## src/rtl/sle_pkg.sv

```systemverilog
// ----------------------------------------------------------------------------
// sle_pkg
// Types and constants shared by the serial line editor and its interfaces.
// ----------------------------------------------------------------------------
package sle_pkg;

  typedef enum logic [1:0] {
    OP_BYTE = 2'd0,
    OP_TICK = 2'd1,
    OP_READ = 2'd2,
    OP_NONE = 2'd3
  } op_e;

  typedef enum logic [1:0] {
    RK_ECHO    = 2'd0,
    RK_DONE    = 2'd1,
    RK_TIMEOUT = 2'd2,
    RK_READ    = 2'd3
  } kind_e;

  // Pending work handed to the result sequencer
  typedef enum logic [1:0] {
    EV_LINE    = 2'd0,
    EV_ERASE   = 2'd1,
    EV_TIMEOUT = 2'd2,
    EV_READ    = 2'd3
  } ev_e;

  typedef enum logic [1:0] {
    STEP_FIRST  = 2'd0,
    STEP_SECOND = 2'd1,
    STEP_THIRD  = 2'd2,
    STEP_SPARE  = 2'd3
  } step_e;

  localparam logic [7:0] ChCr    = 8'd13;
  localparam logic [7:0] ChLf    = 8'd10;
  localparam logic [7:0] ChEsc   = 8'd27;
  localparam logic [7:0] ChBs    = 8'h08;
  localparam logic [7:0] ChTab   = 8'd9;
  localparam logic [7:0] ChSpace = 8'h20;
  localparam logic [7:0] ChQ     = 8'h71;

  localparam logic [15:0] MaxWaitReset = 16'd1000;
  localparam logic [15:0] IdleMax      = 16'hFFFF;
  localparam int unsigned StoreDepth   = 256;

  // APB register index
  localparam logic RegMaxWait = 1'b0;

  typedef struct packed {
    logic [1:0] operation;
    logic [7:0] in_byte;
    logic [7:0] read_index;
  } in_t;

  typedef struct packed {
    logic [1:0] result_kind;
    logic [7:0] out_byte;
    logic [7:0] line_length;
    logic       quit;
    logic       last;
  } out_t;

  typedef struct packed {
    ev_e        kind;
    logic [7:0] len;
    logic       quit;
  } ev_t;

endpackage

```

## src/rtl/sle_if.sv

```systemverilog
// ----------------------------------------------------------------------------
// sle_if
// Valid/ready channels carrying input items and result items.
// ----------------------------------------------------------------------------
interface sle_in_if;
  logic          valid;
  logic          ready;
  sle_pkg::in_t  payload;

  modport source (output valid, output payload, input ready);
  modport sink   (input valid, input payload, output ready);
endinterface

interface sle_out_if;
  logic          valid;
  logic          ready;
  sle_pkg::out_t payload;

  modport source (output valid, output payload, input ready);
  modport sink   (input valid, input payload, output ready);
endinterface

```

## src/rtl/serial_line_editor.sv

```systemverilog
// ----------------------------------------------------------------------------
// serial_line_editor
// Builds a text line from received bytes with backspace editing, echo,
// idle timeout and readback of stored characters.
// ----------------------------------------------------------------------------
// An input transaction is accepted every cycle as long as the result side
// keeps up. Items that give no result (stored characters, escape, idle ticks
// without timeout) wait only while one item's results are still leaving and
// a later item's results are already queued behind them. Results leave one
// per cycle while the output is ready: a backspace on a non-empty line gives
// three, a line end two, a timeout or readback one, so the output port sets
// the sustained rate.
// Characters live in a 256 x 8 synchronous memory; readback data is taken
// from its registered read port when the read passes to the result sequencer. The memory has
// no reset and no clearing pass: reading a never-written entry returns
// undefined data.
module serial_line_editor #(
  parameter int unsigned MAX_LEN = 255
) (
  input  logic               clk_i,
  input  logic               rst_ni,
  sle_in_if.sink             in_if,
  sle_out_if.source          out_if,
  input  logic               psel,
  input  logic               penable,
  input  logic               pwrite,
  input  logic [2:0]         paddr,
  input  logic [31:0]        pwdata,
  output logic [31:0]        prdata,
  output logic               pready
);

  localparam logic [7:0] LenLimit = (MAX_LEN < 255) ? 8'(MAX_LEN) : 8'd255;

  logic [7:0]  store_mem [sle_pkg::StoreDepth];
  logic [7:0]  rd_q;

  logic [15:0] max_wait_q;
  logic [7:0]  cur_len_q, cur_len_d;
  logic [15:0] idle_q, idle_d;
  logic        first_q_q, first_q_d;

  logic        ev_valid_q, ev_valid_d;
  sle_pkg::ev_t ev_q, new_ev;
  logic        new_ev_valid;

  logic        em_valid_q, em_valid_d;
  sle_pkg::ev_t em_q, em_d;
  logic [7:0]  em_byte_q, em_byte_d;
  sle_pkg::step_e em_step_q, em_step_d;
  logic        em_last;
  logic        em_done;
  logic        ev_take;

  logic        in_ready;
  logic        in_fire;
  logic        wr_en;
  logic [7:0]  wr_data;
  logic [15:0] idle_inc;
  sle_pkg::op_e op;

  // Configuration port
  assign pready = 1'b1;
  assign prdata = (paddr[2] == sle_pkg::RegMaxWait) ? {16'd0, max_wait_q} : 32'd0;

  always_ff @(posedge clk_i or negedge rst_ni) begin
    if (!rst_ni) begin
      max_wait_q <= sle_pkg::MaxWaitReset;
    end else if (psel && penable && pwrite && paddr[2] == sle_pkg::RegMaxWait) begin
      max_wait_q <= pwdata[15:0];
    end
  end

  // Handshake
  assign em_done     = em_valid_q && out_if.ready && em_last;
  assign ev_take     = ev_valid_q && (!em_valid_q || em_done);
  assign in_ready    = !ev_valid_q || ev_take;
  assign in_if.ready = in_ready;
  assign in_fire     = in_if.valid && in_ready;
  assign op          = sle_pkg::op_e'(in_if.payload.operation);
  assign idle_inc    = (idle_q == sle_pkg::IdleMax) ? idle_q : idle_q + 16'd1;

  // Item processing
  always_comb begin
    cur_len_d    = cur_len_q;
    idle_d       = idle_q;
    first_q_d    = first_q_q;
    wr_en        = 1'b0;
    wr_data      = in_if.payload.in_byte;
    new_ev_valid = 1'b0;
    new_ev.kind  = sle_pkg::EV_READ;
    new_ev.len   = cur_len_q;
    new_ev.quit  = 1'b0;
    if (in_fire) begin
      case (op)
        sle_pkg::OP_BYTE: begin
          idle_d = '0;
          if (in_if.payload.in_byte == sle_pkg::ChCr ||
              in_if.payload.in_byte == sle_pkg::ChLf) begin
            new_ev_valid = 1'b1;
            new_ev.kind  = sle_pkg::EV_LINE;
            new_ev.quit  = (cur_len_q == 8'd1) && first_q_q;
            cur_len_d    = '0;
          end else if (in_if.payload.in_byte == sle_pkg::ChBs) begin
            if (cur_len_q != '0) begin
              new_ev_valid = 1'b1;
              new_ev.kind  = sle_pkg::EV_ERASE;
              cur_len_d    = cur_len_q - 8'd1;
            end
          end else if (in_if.payload.in_byte != sle_pkg::ChEsc) begin
            wr_en = 1'b1;
            if (in_if.payload.in_byte == sle_pkg::ChTab) begin
              wr_data = sle_pkg::ChSpace;
            end
            if (cur_len_q == '0) begin
              first_q_d = (wr_data == sle_pkg::ChQ);
            end
            if (cur_len_q < LenLimit) begin
              cur_len_d = cur_len_q + 8'd1;
            end
          end
        end
        sle_pkg::OP_TICK: begin
          if (idle_inc > max_wait_q) begin
            new_ev_valid = 1'b1;
            new_ev.kind  = sle_pkg::EV_TIMEOUT;
            cur_len_d    = '0;
            idle_d       = '0;
          end else begin
            idle_d = idle_inc;
          end
        end
        sle_pkg::OP_READ: begin
          new_ev_valid = 1'b1;
          new_ev.kind  = sle_pkg::EV_READ;
        end
        default: begin
        end
      endcase
    end
  end

  // Line memory
  always_ff @(posedge clk_i) begin
    if (wr_en) begin
      store_mem[cur_len_q] <= wr_data;
    end
  end

  always_ff @(posedge clk_i) begin
    if (in_fire && op == sle_pkg::OP_READ) begin
      rd_q <= store_mem[in_if.payload.read_index];
    end
  end

  // Result sequencer
  always_comb begin
    em_valid_d = em_valid_q;
    em_d       = em_q;
    em_byte_d  = em_byte_q;
    em_step_d  = em_step_q;
    if (ev_take) begin
      em_valid_d = 1'b1;
      em_d       = ev_q;
      em_byte_d  = rd_q;
      em_step_d  = sle_pkg::STEP_FIRST;
    end else if (em_done) begin
      em_valid_d = 1'b0;
    end else if (em_valid_q && out_if.ready) begin
      em_step_d = sle_pkg::step_e'(em_step_q + 2'd1);
    end
  end

  always_comb begin
    out_if.payload             = '0;
    out_if.payload.result_kind = sle_pkg::RK_ECHO;
    em_last                    = 1'b1;
    case (em_q.kind)
      sle_pkg::EV_LINE: begin
        if (em_step_q == sle_pkg::STEP_FIRST) begin
          out_if.payload.out_byte = sle_pkg::ChLf;
          em_last                 = 1'b0;
        end else begin
          out_if.payload.result_kind = sle_pkg::RK_DONE;
          out_if.payload.line_length = em_q.len;
          out_if.payload.quit        = em_q.quit;
        end
      end
      sle_pkg::EV_ERASE: begin
        case (em_step_q)
          sle_pkg::STEP_FIRST: begin
            out_if.payload.out_byte = sle_pkg::ChBs;
            em_last                 = 1'b0;
          end
          sle_pkg::STEP_SECOND: begin
            out_if.payload.out_byte = sle_pkg::ChSpace;
            em_last                 = 1'b0;
          end
          default: begin
            out_if.payload.out_byte = sle_pkg::ChBs;
          end
        endcase
      end
      sle_pkg::EV_TIMEOUT: begin
        out_if.payload.result_kind = sle_pkg::RK_TIMEOUT;
      end
      default: begin
        out_if.payload.result_kind = sle_pkg::RK_READ;
        out_if.payload.out_byte    = em_byte_q;
      end
    endcase
    out_if.payload.last = em_last;
  end

  assign out_if.valid = em_valid_q;
  assign ev_valid_d   = new_ev_valid || (ev_valid_q && !ev_take);

  // Control registers
  always_ff @(posedge clk_i or negedge rst_ni) begin
    if (!rst_ni) begin
      cur_len_q  <= '0;
      idle_q     <= '0;
      first_q_q  <= 1'b0;
      ev_valid_q <= 1'b0;
      em_valid_q <= 1'b0;
      em_step_q  <= sle_pkg::STEP_FIRST;
    end else begin
      cur_len_q  <= cur_len_d;
      idle_q     <= idle_d;
      first_q_q  <= first_q_d;
      ev_valid_q <= ev_valid_d;
      em_valid_q <= em_valid_d;
      em_step_q  <= em_step_d;
    end
  end

  // Payload registers
  always_ff @(posedge clk_i) begin
    if (new_ev_valid) begin
      ev_q <= new_ev;
    end
    em_q      <= em_d;
    em_byte_q <= em_byte_d;
  end

endmodule
```

## src/flat_wrapper.sv

```systemverilog
// flat-port wrapper written by rule: the top's interface ports become plain ports
module serial_line_editor_flat 
#(
  parameter int unsigned MAX_LEN = 255
)
  (clk_i, rst_ni, psel, penable, pwrite, paddr, pwdata, prdata, pready, in_if_valid, in_if_payload, in_if_ready, out_if_valid, out_if_payload, out_if_ready);
  sle_in_if in_if_i ();
  sle_out_if out_if_i ();
  input  logic clk_i;
  input  logic rst_ni;
  input  logic psel;
  input  logic penable;
  input  logic pwrite;
  input  logic [2:0] paddr;
  input  logic [31:0] pwdata;
  output logic [31:0] prdata;
  output logic pready;
  input wire logic [$bits(in_if_i.valid)-1:0] in_if_valid;
  input wire logic [$bits(in_if_i.payload)-1:0] in_if_payload;
  output wire logic [$bits(in_if_i.ready)-1:0] in_if_ready;
  output wire logic [$bits(out_if_i.valid)-1:0] out_if_valid;
  output wire logic [$bits(out_if_i.payload)-1:0] out_if_payload;
  input wire logic [$bits(out_if_i.ready)-1:0] out_if_ready;
  assign in_if_i.valid = in_if_valid;
  assign in_if_i.payload = in_if_payload;
  assign in_if_ready = in_if_i.ready;
  assign out_if_valid = out_if_i.valid;
  assign out_if_payload = out_if_i.payload;
  assign out_if_i.ready = out_if_ready;
  serial_line_editor #(.MAX_LEN(MAX_LEN)) u_core (.clk_i(clk_i), .rst_ni(rst_ni), .in_if(in_if_i), .out_if(out_if_i), .psel(psel), .penable(penable), .pwrite(pwrite), .paddr(paddr), .pwdata(pwdata), .prdata(prdata), .pready(pready));
endmodule
```

## config.mk

```make
export PLATFORM = sky130hd
export DESIGN_NAME = serial_line_editor_flat
export DESIGN_NICKNAME = d
export VERILOG_FILES = /design/src/rtl/sle_pkg.sv /design/src/rtl/sle_if.sv /design/src/rtl/serial_line_editor.sv /design/src/flat_wrapper.sv
export SDC_FILE = /design/constraint.sdc
export NUM_CORES = 2
export LEC_CHECK = 0
export ABC_AREA = 0
export BUFFER_PORTS_ARGS = -buffer_cell sky130_fd_sc_hd__buf_2
export CAP_MARGIN = 20
export CORE_ASPECT_RATIO = 0.5
export CORE_UTILIZATION = 59
export DETAILED_ROUTE_END_ITERATION = 8
export GPL_ROUTABILITY_DRIVEN = 0
export PLACE_DENSITY = 0.8
export REMOVE_ABC_BUFFERS = 1
export SLEW_MARGIN = 5
export SYNTH_ARGS = -nofsm -noshare
export SYNTH_HDL_FRONTEND = slang
export SYNTH_SLANG_ARGS = --single-unit
export TNS_END_PERCENT = 1
```

## constraint.sdc

```tcl
create_clock -name clk_i -period 17.94 [get_ports clk_i]
set_clock_uncertainty 0.15 [all_clocks]
set_input_delay 1.794 -clock clk_i [delete_from_list [all_inputs] [get_ports clk_i]]
set_output_delay 1.794 -clock clk_i [all_outputs]
set_load 0.05 [all_outputs]
```

# After elaboration in Yosys (flattened, before gate mapping)
# Memories as Yosys holds them, arrays and structs flattened. A register that Yosys moved wholly into a read port is not among the register bits.
# Cells that the tools add are included.
totals:
  ramBits: 2048
  register_bits: 75
  out_inout_bits: 55
  n_memories: 1
  inputBits: 60
  latchBits: 0
  mem_bits_ro: 0
op_classes:
  bitwise: 3
  n_mux: 55
  add_sub_neg: 4
  n_mul: 0
  n_reduce_logical: 31
  n_eq_ne: 18
  shifts: 0
  div_mod_pow: 0
  n_lt_le_gt_ge: 2
mem_list:
  columns: ["memory", "depth", "width", "rd", "rd_ports_with_merged_regs", "write_ports", "line", "rtl"]
  rows:
  - ["u_core.store_mem", 256, 8, 1, 1, 1, "serial_line_editor.sv:35", "logic [7:0] store_mem [sle_pkg::StoreDepth];"]
ops:
  columns: ["operator", "count"]
  rows:
  - ["$mux W8", 17]
  - ["$mux W16", 3]
  - ["$eq A8 B4 Y1 const B", 4]
  - ["$pmux W16 S2", 1]
  - ["$pmux W8 S3", 1]
  - ["$mux W1", 18]
  - ["$mux W9", 2]
  - ["$add A16 B1 Y16 const B", 1]
  - ["$eq A16 B16 Y1 const B", 1]
  - ["$gt A16 B16 Y1", 1]
  - ["$pmux W8 S2", 1]
  - ["$mux W2", 6]
  - ["$reduce_and A6 Y1", 2]
  - ["$logic_and A1 B1 Y1", 10]
  - ["$add A8 B1 Y8 const B", 1]
  - ["$eq A8 B1 Y1 const B", 1]
  - ["$eq A8 B7 Y1 const B", 1]
  - ["$logic_not A8 Y1", 1]
  - ["$lt A8 B8 Y1 const B", 1]
  - ["$ne A4 B1 Y1 const B", 2]
  - ["$ne A8 B5 Y1 const B", 1]
  - ["$reduce_bool A8 Y1", 1]
  - ["$sub A8 B1 Y8 const B", 1]
  - ["$eq A2 B1 Y1 const B", 3]
  - ["19 further kinds", 32]

# Longest topological paths before layout
logic_depth:
  ltp_word: 15
  depth_mapped: 16

# Worst setup path before layout
# Ideal clock, no wire load.
synth_timing:
  path_type: "input-to-reg"
  startpoint: "input out_if_ready"
  endpoint: "memory u_core.store_mem[0][0] (data pin)"
  path_stages: 5
  required_ns: 15.510
  setup_slack_ns: 3.098
  arrival_ns: 12.411
  path_cell_list: "o21ai_2 > a31o_2 > buf_2 > nor3_1 > a21boi_0"
synth_via:
  elab_chain_cells: 7
synth_rtl:
  columns: ["item", "line", "rtl"]
  rows:
  - ["start, declared", "flat_wrapper.sv:23", "input wire logic [$bits(out_if_i.ready)-1:0] out_if_ready;"]
  - ["$logic_and A1 B1 Y1 (2 in a row)", "serial_line_editor.sv:75", "assign em_done = em_valid_q && out_if.ready && em_last;"]
  - ["$logic_or A1 B1 Y1", "serial_line_editor.sv:76", "assign ev_take = ev_valid_q && (!em_valid_q || em_done);"]
  - ["$logic_and A1 B1 Y1", "serial_line_editor.sv:76", null]
  - ["$logic_or A1 B1 Y1", "serial_line_editor.sv:77", "assign in_ready = !ev_valid_q || ev_take;"]
  - ["$logic_and A1 B1 Y1", "serial_line_editor.sv:79", "assign in_fire = in_if.valid && in_ready;"]
  - ["$mux W8", "serial_line_editor.sv:94", "if (in_fire) begin"]
  - ["named net u_core.wr_data[0]", "serial_line_editor.sv:58", "logic [7:0] wr_data;"]
  - ["end, declared", "serial_line_editor.sv:35", null]
# The timed path passes the listed nets, and every way through them passes these cells.

# Worst setup path in the final report
layout_timing:
  startpoint: "input in_if_payload[9]"
  endpoint: "memory u_core.store_mem[209][1] (enable)"
layout_via:
  elab_chain_cells: 8
layout_rtl:
  columns: ["item", "line", "rtl"]
  rows:
  - ["start, declared", "flat_wrapper.sv:19", "input wire logic [$bits(in_if_i.payload)-1:0] in_if_payload;"]
  - ["$ne A8 B5 Y1", "serial_line_editor.sv:110", "end else if (in_if.payload.in_byte != sle_pkg::ChEsc) begin"]
  - ["$mux W1", "serial_line_editor.sv:110", null]
  - ["$mux W1", "serial_line_editor.sv:104", "end else if (in_if.payload.in_byte == sle_pkg::ChBs) begin"]
  - ["$mux W1 (*)", "serial_line_editor.sv:98", "if (in_if.payload.in_byte == sle_pkg::ChCr ||"]
  - ["$mux W1 (*)", "serial_line_editor.sv:95", "case (op)"]
  - ["$mux W1 (*)", "serial_line_editor.sv:94", null]
  - ["$mux W1 (*)", "serial_line_editor.sv:145", "if (wr_en) begin"]
  - ["$mux W1 (implied by the code) (*)", "serial_line_editor.sv:146", "store_mem[cur_len_q] <= wr_data;"]
# Mark *: on every way between the ends. The rest lies on a longest branch, timed or not.

==> results.txt <==
- Post-CTS setup repair buffer count: 0
- Synthesis produced 4072 cells.
- Number of detailed-routing iterations run before antenna repair: 7
- Class of the tightest hold or removal check: reg2reg
- Entering global routing, the biggest net connects 201 pins.
- Counting tap cells, the placed design contains a total of 5849 instances.
* Largest fanout on the critical path: 75
- Fmax: 0.157 GHz
- After detailed placement, the total cell area comes to 86000 µm².
* Leading area contributor after synthesis: edfxtp_1
- Required time at the worst-slack endpoint: 18210 ps
- By area the synthesized netlist is led by edfxtp_1, mux4_2, mux2i_1, nor2_1, dfrtp_1.
* Final hold violation count: 0
* First-pass GRT wire length: 292 mm
* RSZ-0062 raised after global routing: no
- Worst setup path class: in2reg
- Ys async rst share: 2.11%
- The layout has 8351 filler cells.
- WL/cell: 33.0 µm
- Total Nets Final: 4233
* Most used DFF post-synth: edfxtp_1
- The die covers 144000 µm².
- The worst pin sits at a relative slew slack of 24.1%.
- Number of storage elements in the synthesis netlist: 2131
* TritonCTS clock tree: done
- Post-CTS repair changed the size of 0 cells.
- Tightest hold margin: 269 ps
- Buffers inserted to repair hold after CTS numbered 0.
- Yosys warning count: 0
- Die extent in x: 535 µm
- At the worst endpoint, the arrival time is 6630 ps.
- CTS clock-pin slew for the worst setup and hold paths: 70 ps
- Kind of launch point of the worst setup path: input port
- Effective utilization at floorplan: 59.7%
- Final instance area: 91700 µm²
- After detailed routing, the total wire length is 204 mm.
- At the later pin of the worst-skew pair, clock insertion delay measures 800 ps.
- Setup violations remaining at the end of the flow were counted as 0.
- Complex-gate fraction of the synthesized area: 2.69%
- Averaged over all synthesized cells, the footprint is 20.6 µm².
- The number of global-route vias before repair is 42800.
* Unique cell type count in the Yosys netlist: 69
* Parity-gate share of the synthesized area counting xor and xnor cells: 0.0731%
- For the final routed database, the setup TNS stands at 0 ps.
* Kind of end point of the critical path: flip-flop
* Fraction of the mapped netlist area in adder cells: 0.358%
- After synthesis, the largest family of logic cells by area is multiplexers.
* Number of synthesized flops with an enable pin: 2086
- Cells fill 65.3% of the core in the end.
* DRT iter0 DRCs: 7004
- Final HPWL from detailed placement: 116 mm
* Worst-Margin Slew: 1130 ps
- Top-area cell type share of the netlist area: 74.7%
* Power per Cell Area: 109 nW/µm²
- Leakage power: 28.8 nW
- Total CTS buffers: 175
- The number of pins exceeding their max-slew limit in the final report is 0.
* Number of antenna violations at the first check in global routing: 8
* Placeable Area: 140000 µm²
- Area fraction in and, or, nand and nor cells after synthesis: 3.61%
* Crit path time final: 6370 ps
- Across the run, the number of max-cap violations was 0.
- The initialized floorplan defines 97 standard-cell rows.
- Netlist area before placement: 83800 µm²
* Remaining antenna violation count: 0
* Worst-case clock buffer depth: 3
- The total overflow left after global routing is 0.
- Once layout is complete, the cells apart from fillers number 6182.
- Measured against the total synthesized area, the mux share comes to 15.5%.
- Total clock sinks: 2131
* Global Route Usage Sum: 28.6%
- Measured along the y axis, the die boundary spans 269 µm.
- Register area share after synthesis: 76.1%
- Final clock period utilization by the worst path: 35.5%
- Layout overhead on the synthesized area: 9.38%
* Worst slack at placement: 10800 ps
- Least setup slack across all paths after layout: 11570 ps
* Remaining DRCs: 0
- Final Total Pwr: 10.0 mW
- Of the cells placed in the final design, the portion with a size suffix greater than 1 is 22.7%.
- Run status: finished clean
- Worst vdd ir: 0.103 mV
- CTS HTree Levels: 4
- Vias post-DR: 43200
* Root Buffer Master: clkbuf_16
* Via density per instance: 6.99
- 115 I/O pins were placed.
* Port bufs: 79
==> cells in the mapped netlist, types with 10 or more instances <==
| cell | number |
|---|---|
| a21oi_1 | 55 |
| a22oi_1 | 124 |
| a31oi_1 | 17 |
| and2_1 | 19 |
| and3_1 | 14 |
| buf_1 | 30 |
| buf_2 | 69 |
| buf_4 | 47 |
| clkbuf_1 | 107 |
| dfrtp_1 | 39 |
| edfxtp_1 | 2086 |
| ha_1 | 24 |
| inv_1 | 33 |
| mux2_2 | 20 |
| mux2i_1 | 118 |
| mux4_2 | 515 |
| nand2_1 | 70 |
| nand2b_1 | 21 |
| nand3_1 | 70 |
| nand4_1 | 27 |
| nor2_1 | 313 |
| nor2b_1 | 18 |
| nor3_1 | 22 |
| nor4_1 | 14 |
| o211ai_1 | 17 |
| o21ai_0 | 33 |
| o221ai_1 | 10 |
| o22ai_1 | 29 |
==> path summary, 6_finish.rpt <==
kind / startpoint / end / slack [ps] / cells past startpoint
setup / recovery: in_if_payload[9] / u_core.store_mem[209][1]$_DFFE_PP_ / 11570 / 7
hold / removal: u_core.ev_q[3]$_DFFE_PP_ / u_core.em_q[3]$_DFFE_PP_ / 270 / 0
setup reg to reg: u_core.em_step_q[0]$_DFFE_PN0P_ / u_core.store_mem[209][1]$_DFFE_PP_ / 12410 / 9
hold reg to reg: u_core.ev_q[3]$_DFFE_PP_ / u_core.em_q[3]$_DFFE_PP_ / 270 / 0
max in group asynchronous: rst_ni / u_core.cur_len_q[0]$_DFFE_PN0P_ / 16140 / 2
min in group asynchronous: rst_ni / u_core.max_wait_q[2]$_DFFE_PN0P_ / 980 / 2
==> layer usage <==
| layer | vias up | track usage [%] | share of wire, % |
|---|---|---|---|
| met5 | - | 0 | 0.020 |
| met4 | 6 | 11.5 | 3.9 |
| met3 | 480 | 8.08 | 14 |
| met2 | 3627 | 44.3 | 47 |
| met1 | 22100 | 38.9 | 35 |
| li1 | 17000 | - | - |
==> power breakdown <==
part	internal [mW]	switching, mW	leakage [nW]	total, mW
registers	5.50	0.0356	19.3	5.53
clock network	2.02	1.77	2.72	3.79
logic	0.216	0.483	6.78	0.699
total	7.73	2.29	28.8	10.0
==> logic make-up (layout without fill, tap and decap cells) <==
logic type      count (synthesis)  count (layout)
flops                        2131            2131
mux                           653             653
fa+ha+maj                      24              24
other cells                     2              22
compound gates                331             331
xor+xnor                        7               7
buf+inv                       292             501
simple gates                  632             632
==> cell type report <==
class / instances / area [µm²] / share of cell area, %
Sequential cell: 2131 / 63800 / 69.6
Clock buffer: 216 / 4640 / 5.06
Antenna cell: 5 / 12.5 / 0.0136
Tap cell: 1881 / 2350 / 2.57
Timing Repair Buffer: 144 / 1050 / 1.15
Inverter: 33 / 124 / 0.135
Clock inverter: 108 / 925 / 1.01
Multi-Input combinational cell: 1664 / 18800 / 20.5
==> worst max-delay path: stages <==
cell and delay [ps]:
clkbuf_8 410, buf_4 710, and3b_1 270, o211ai_1 260, nor3b_4 940, nand4_1 1070
nor2_1 1040
==> state kept, by name, summed over array words and instances (netlist names) <==
register             cells
u_core.cur_len_q         8
u_core.em_byte_q         8
u_core.em_q             11
u_core.em_step_q         2
u_core.ev_q             11
u_core.ev_valid_q        1
u_core.first_q_q         1
u_core.idle_q           16
u_core.max_wait_q       16
u_core.out_if.valid      1
u_core.rd_q              8
u_core.store_mem      2048
==> cell usage in the layout (no fill, tap or decap), types with 12 or more instances in the layout <==
master	synthesis	final
nor2_1	313	312
nand3_1	70	70
a22oi_1	124	124
ha_1	24	24
mux2i_1	118	118
dfrtp_1	39	39
nor2b_1	18	16
clkbuf_1	107	35
clkinv_1	0	38
o21ai_0	33	33
a31oi_1	17	17
and2_1	19	17
buf_2	69	69
buf_4	47	60
conb_1	2	17
mux4_2	515	515
a21oi_1	55	54
clkinv_2	0	35
edfxtp_1	2086	2086
nor3_1	22	22
inv_1	33	33
bufinv_16	0	12
clkbuf_16	0	179
and3_1	14	14
nand2b_1	21	20
nor4_1	14	13
o22ai_1	29	29
o211ai_1	17	17
nand2_1	70	62
mux2_2	20	20
nand4_1	27	27
(Power assumes the default switching activity.)
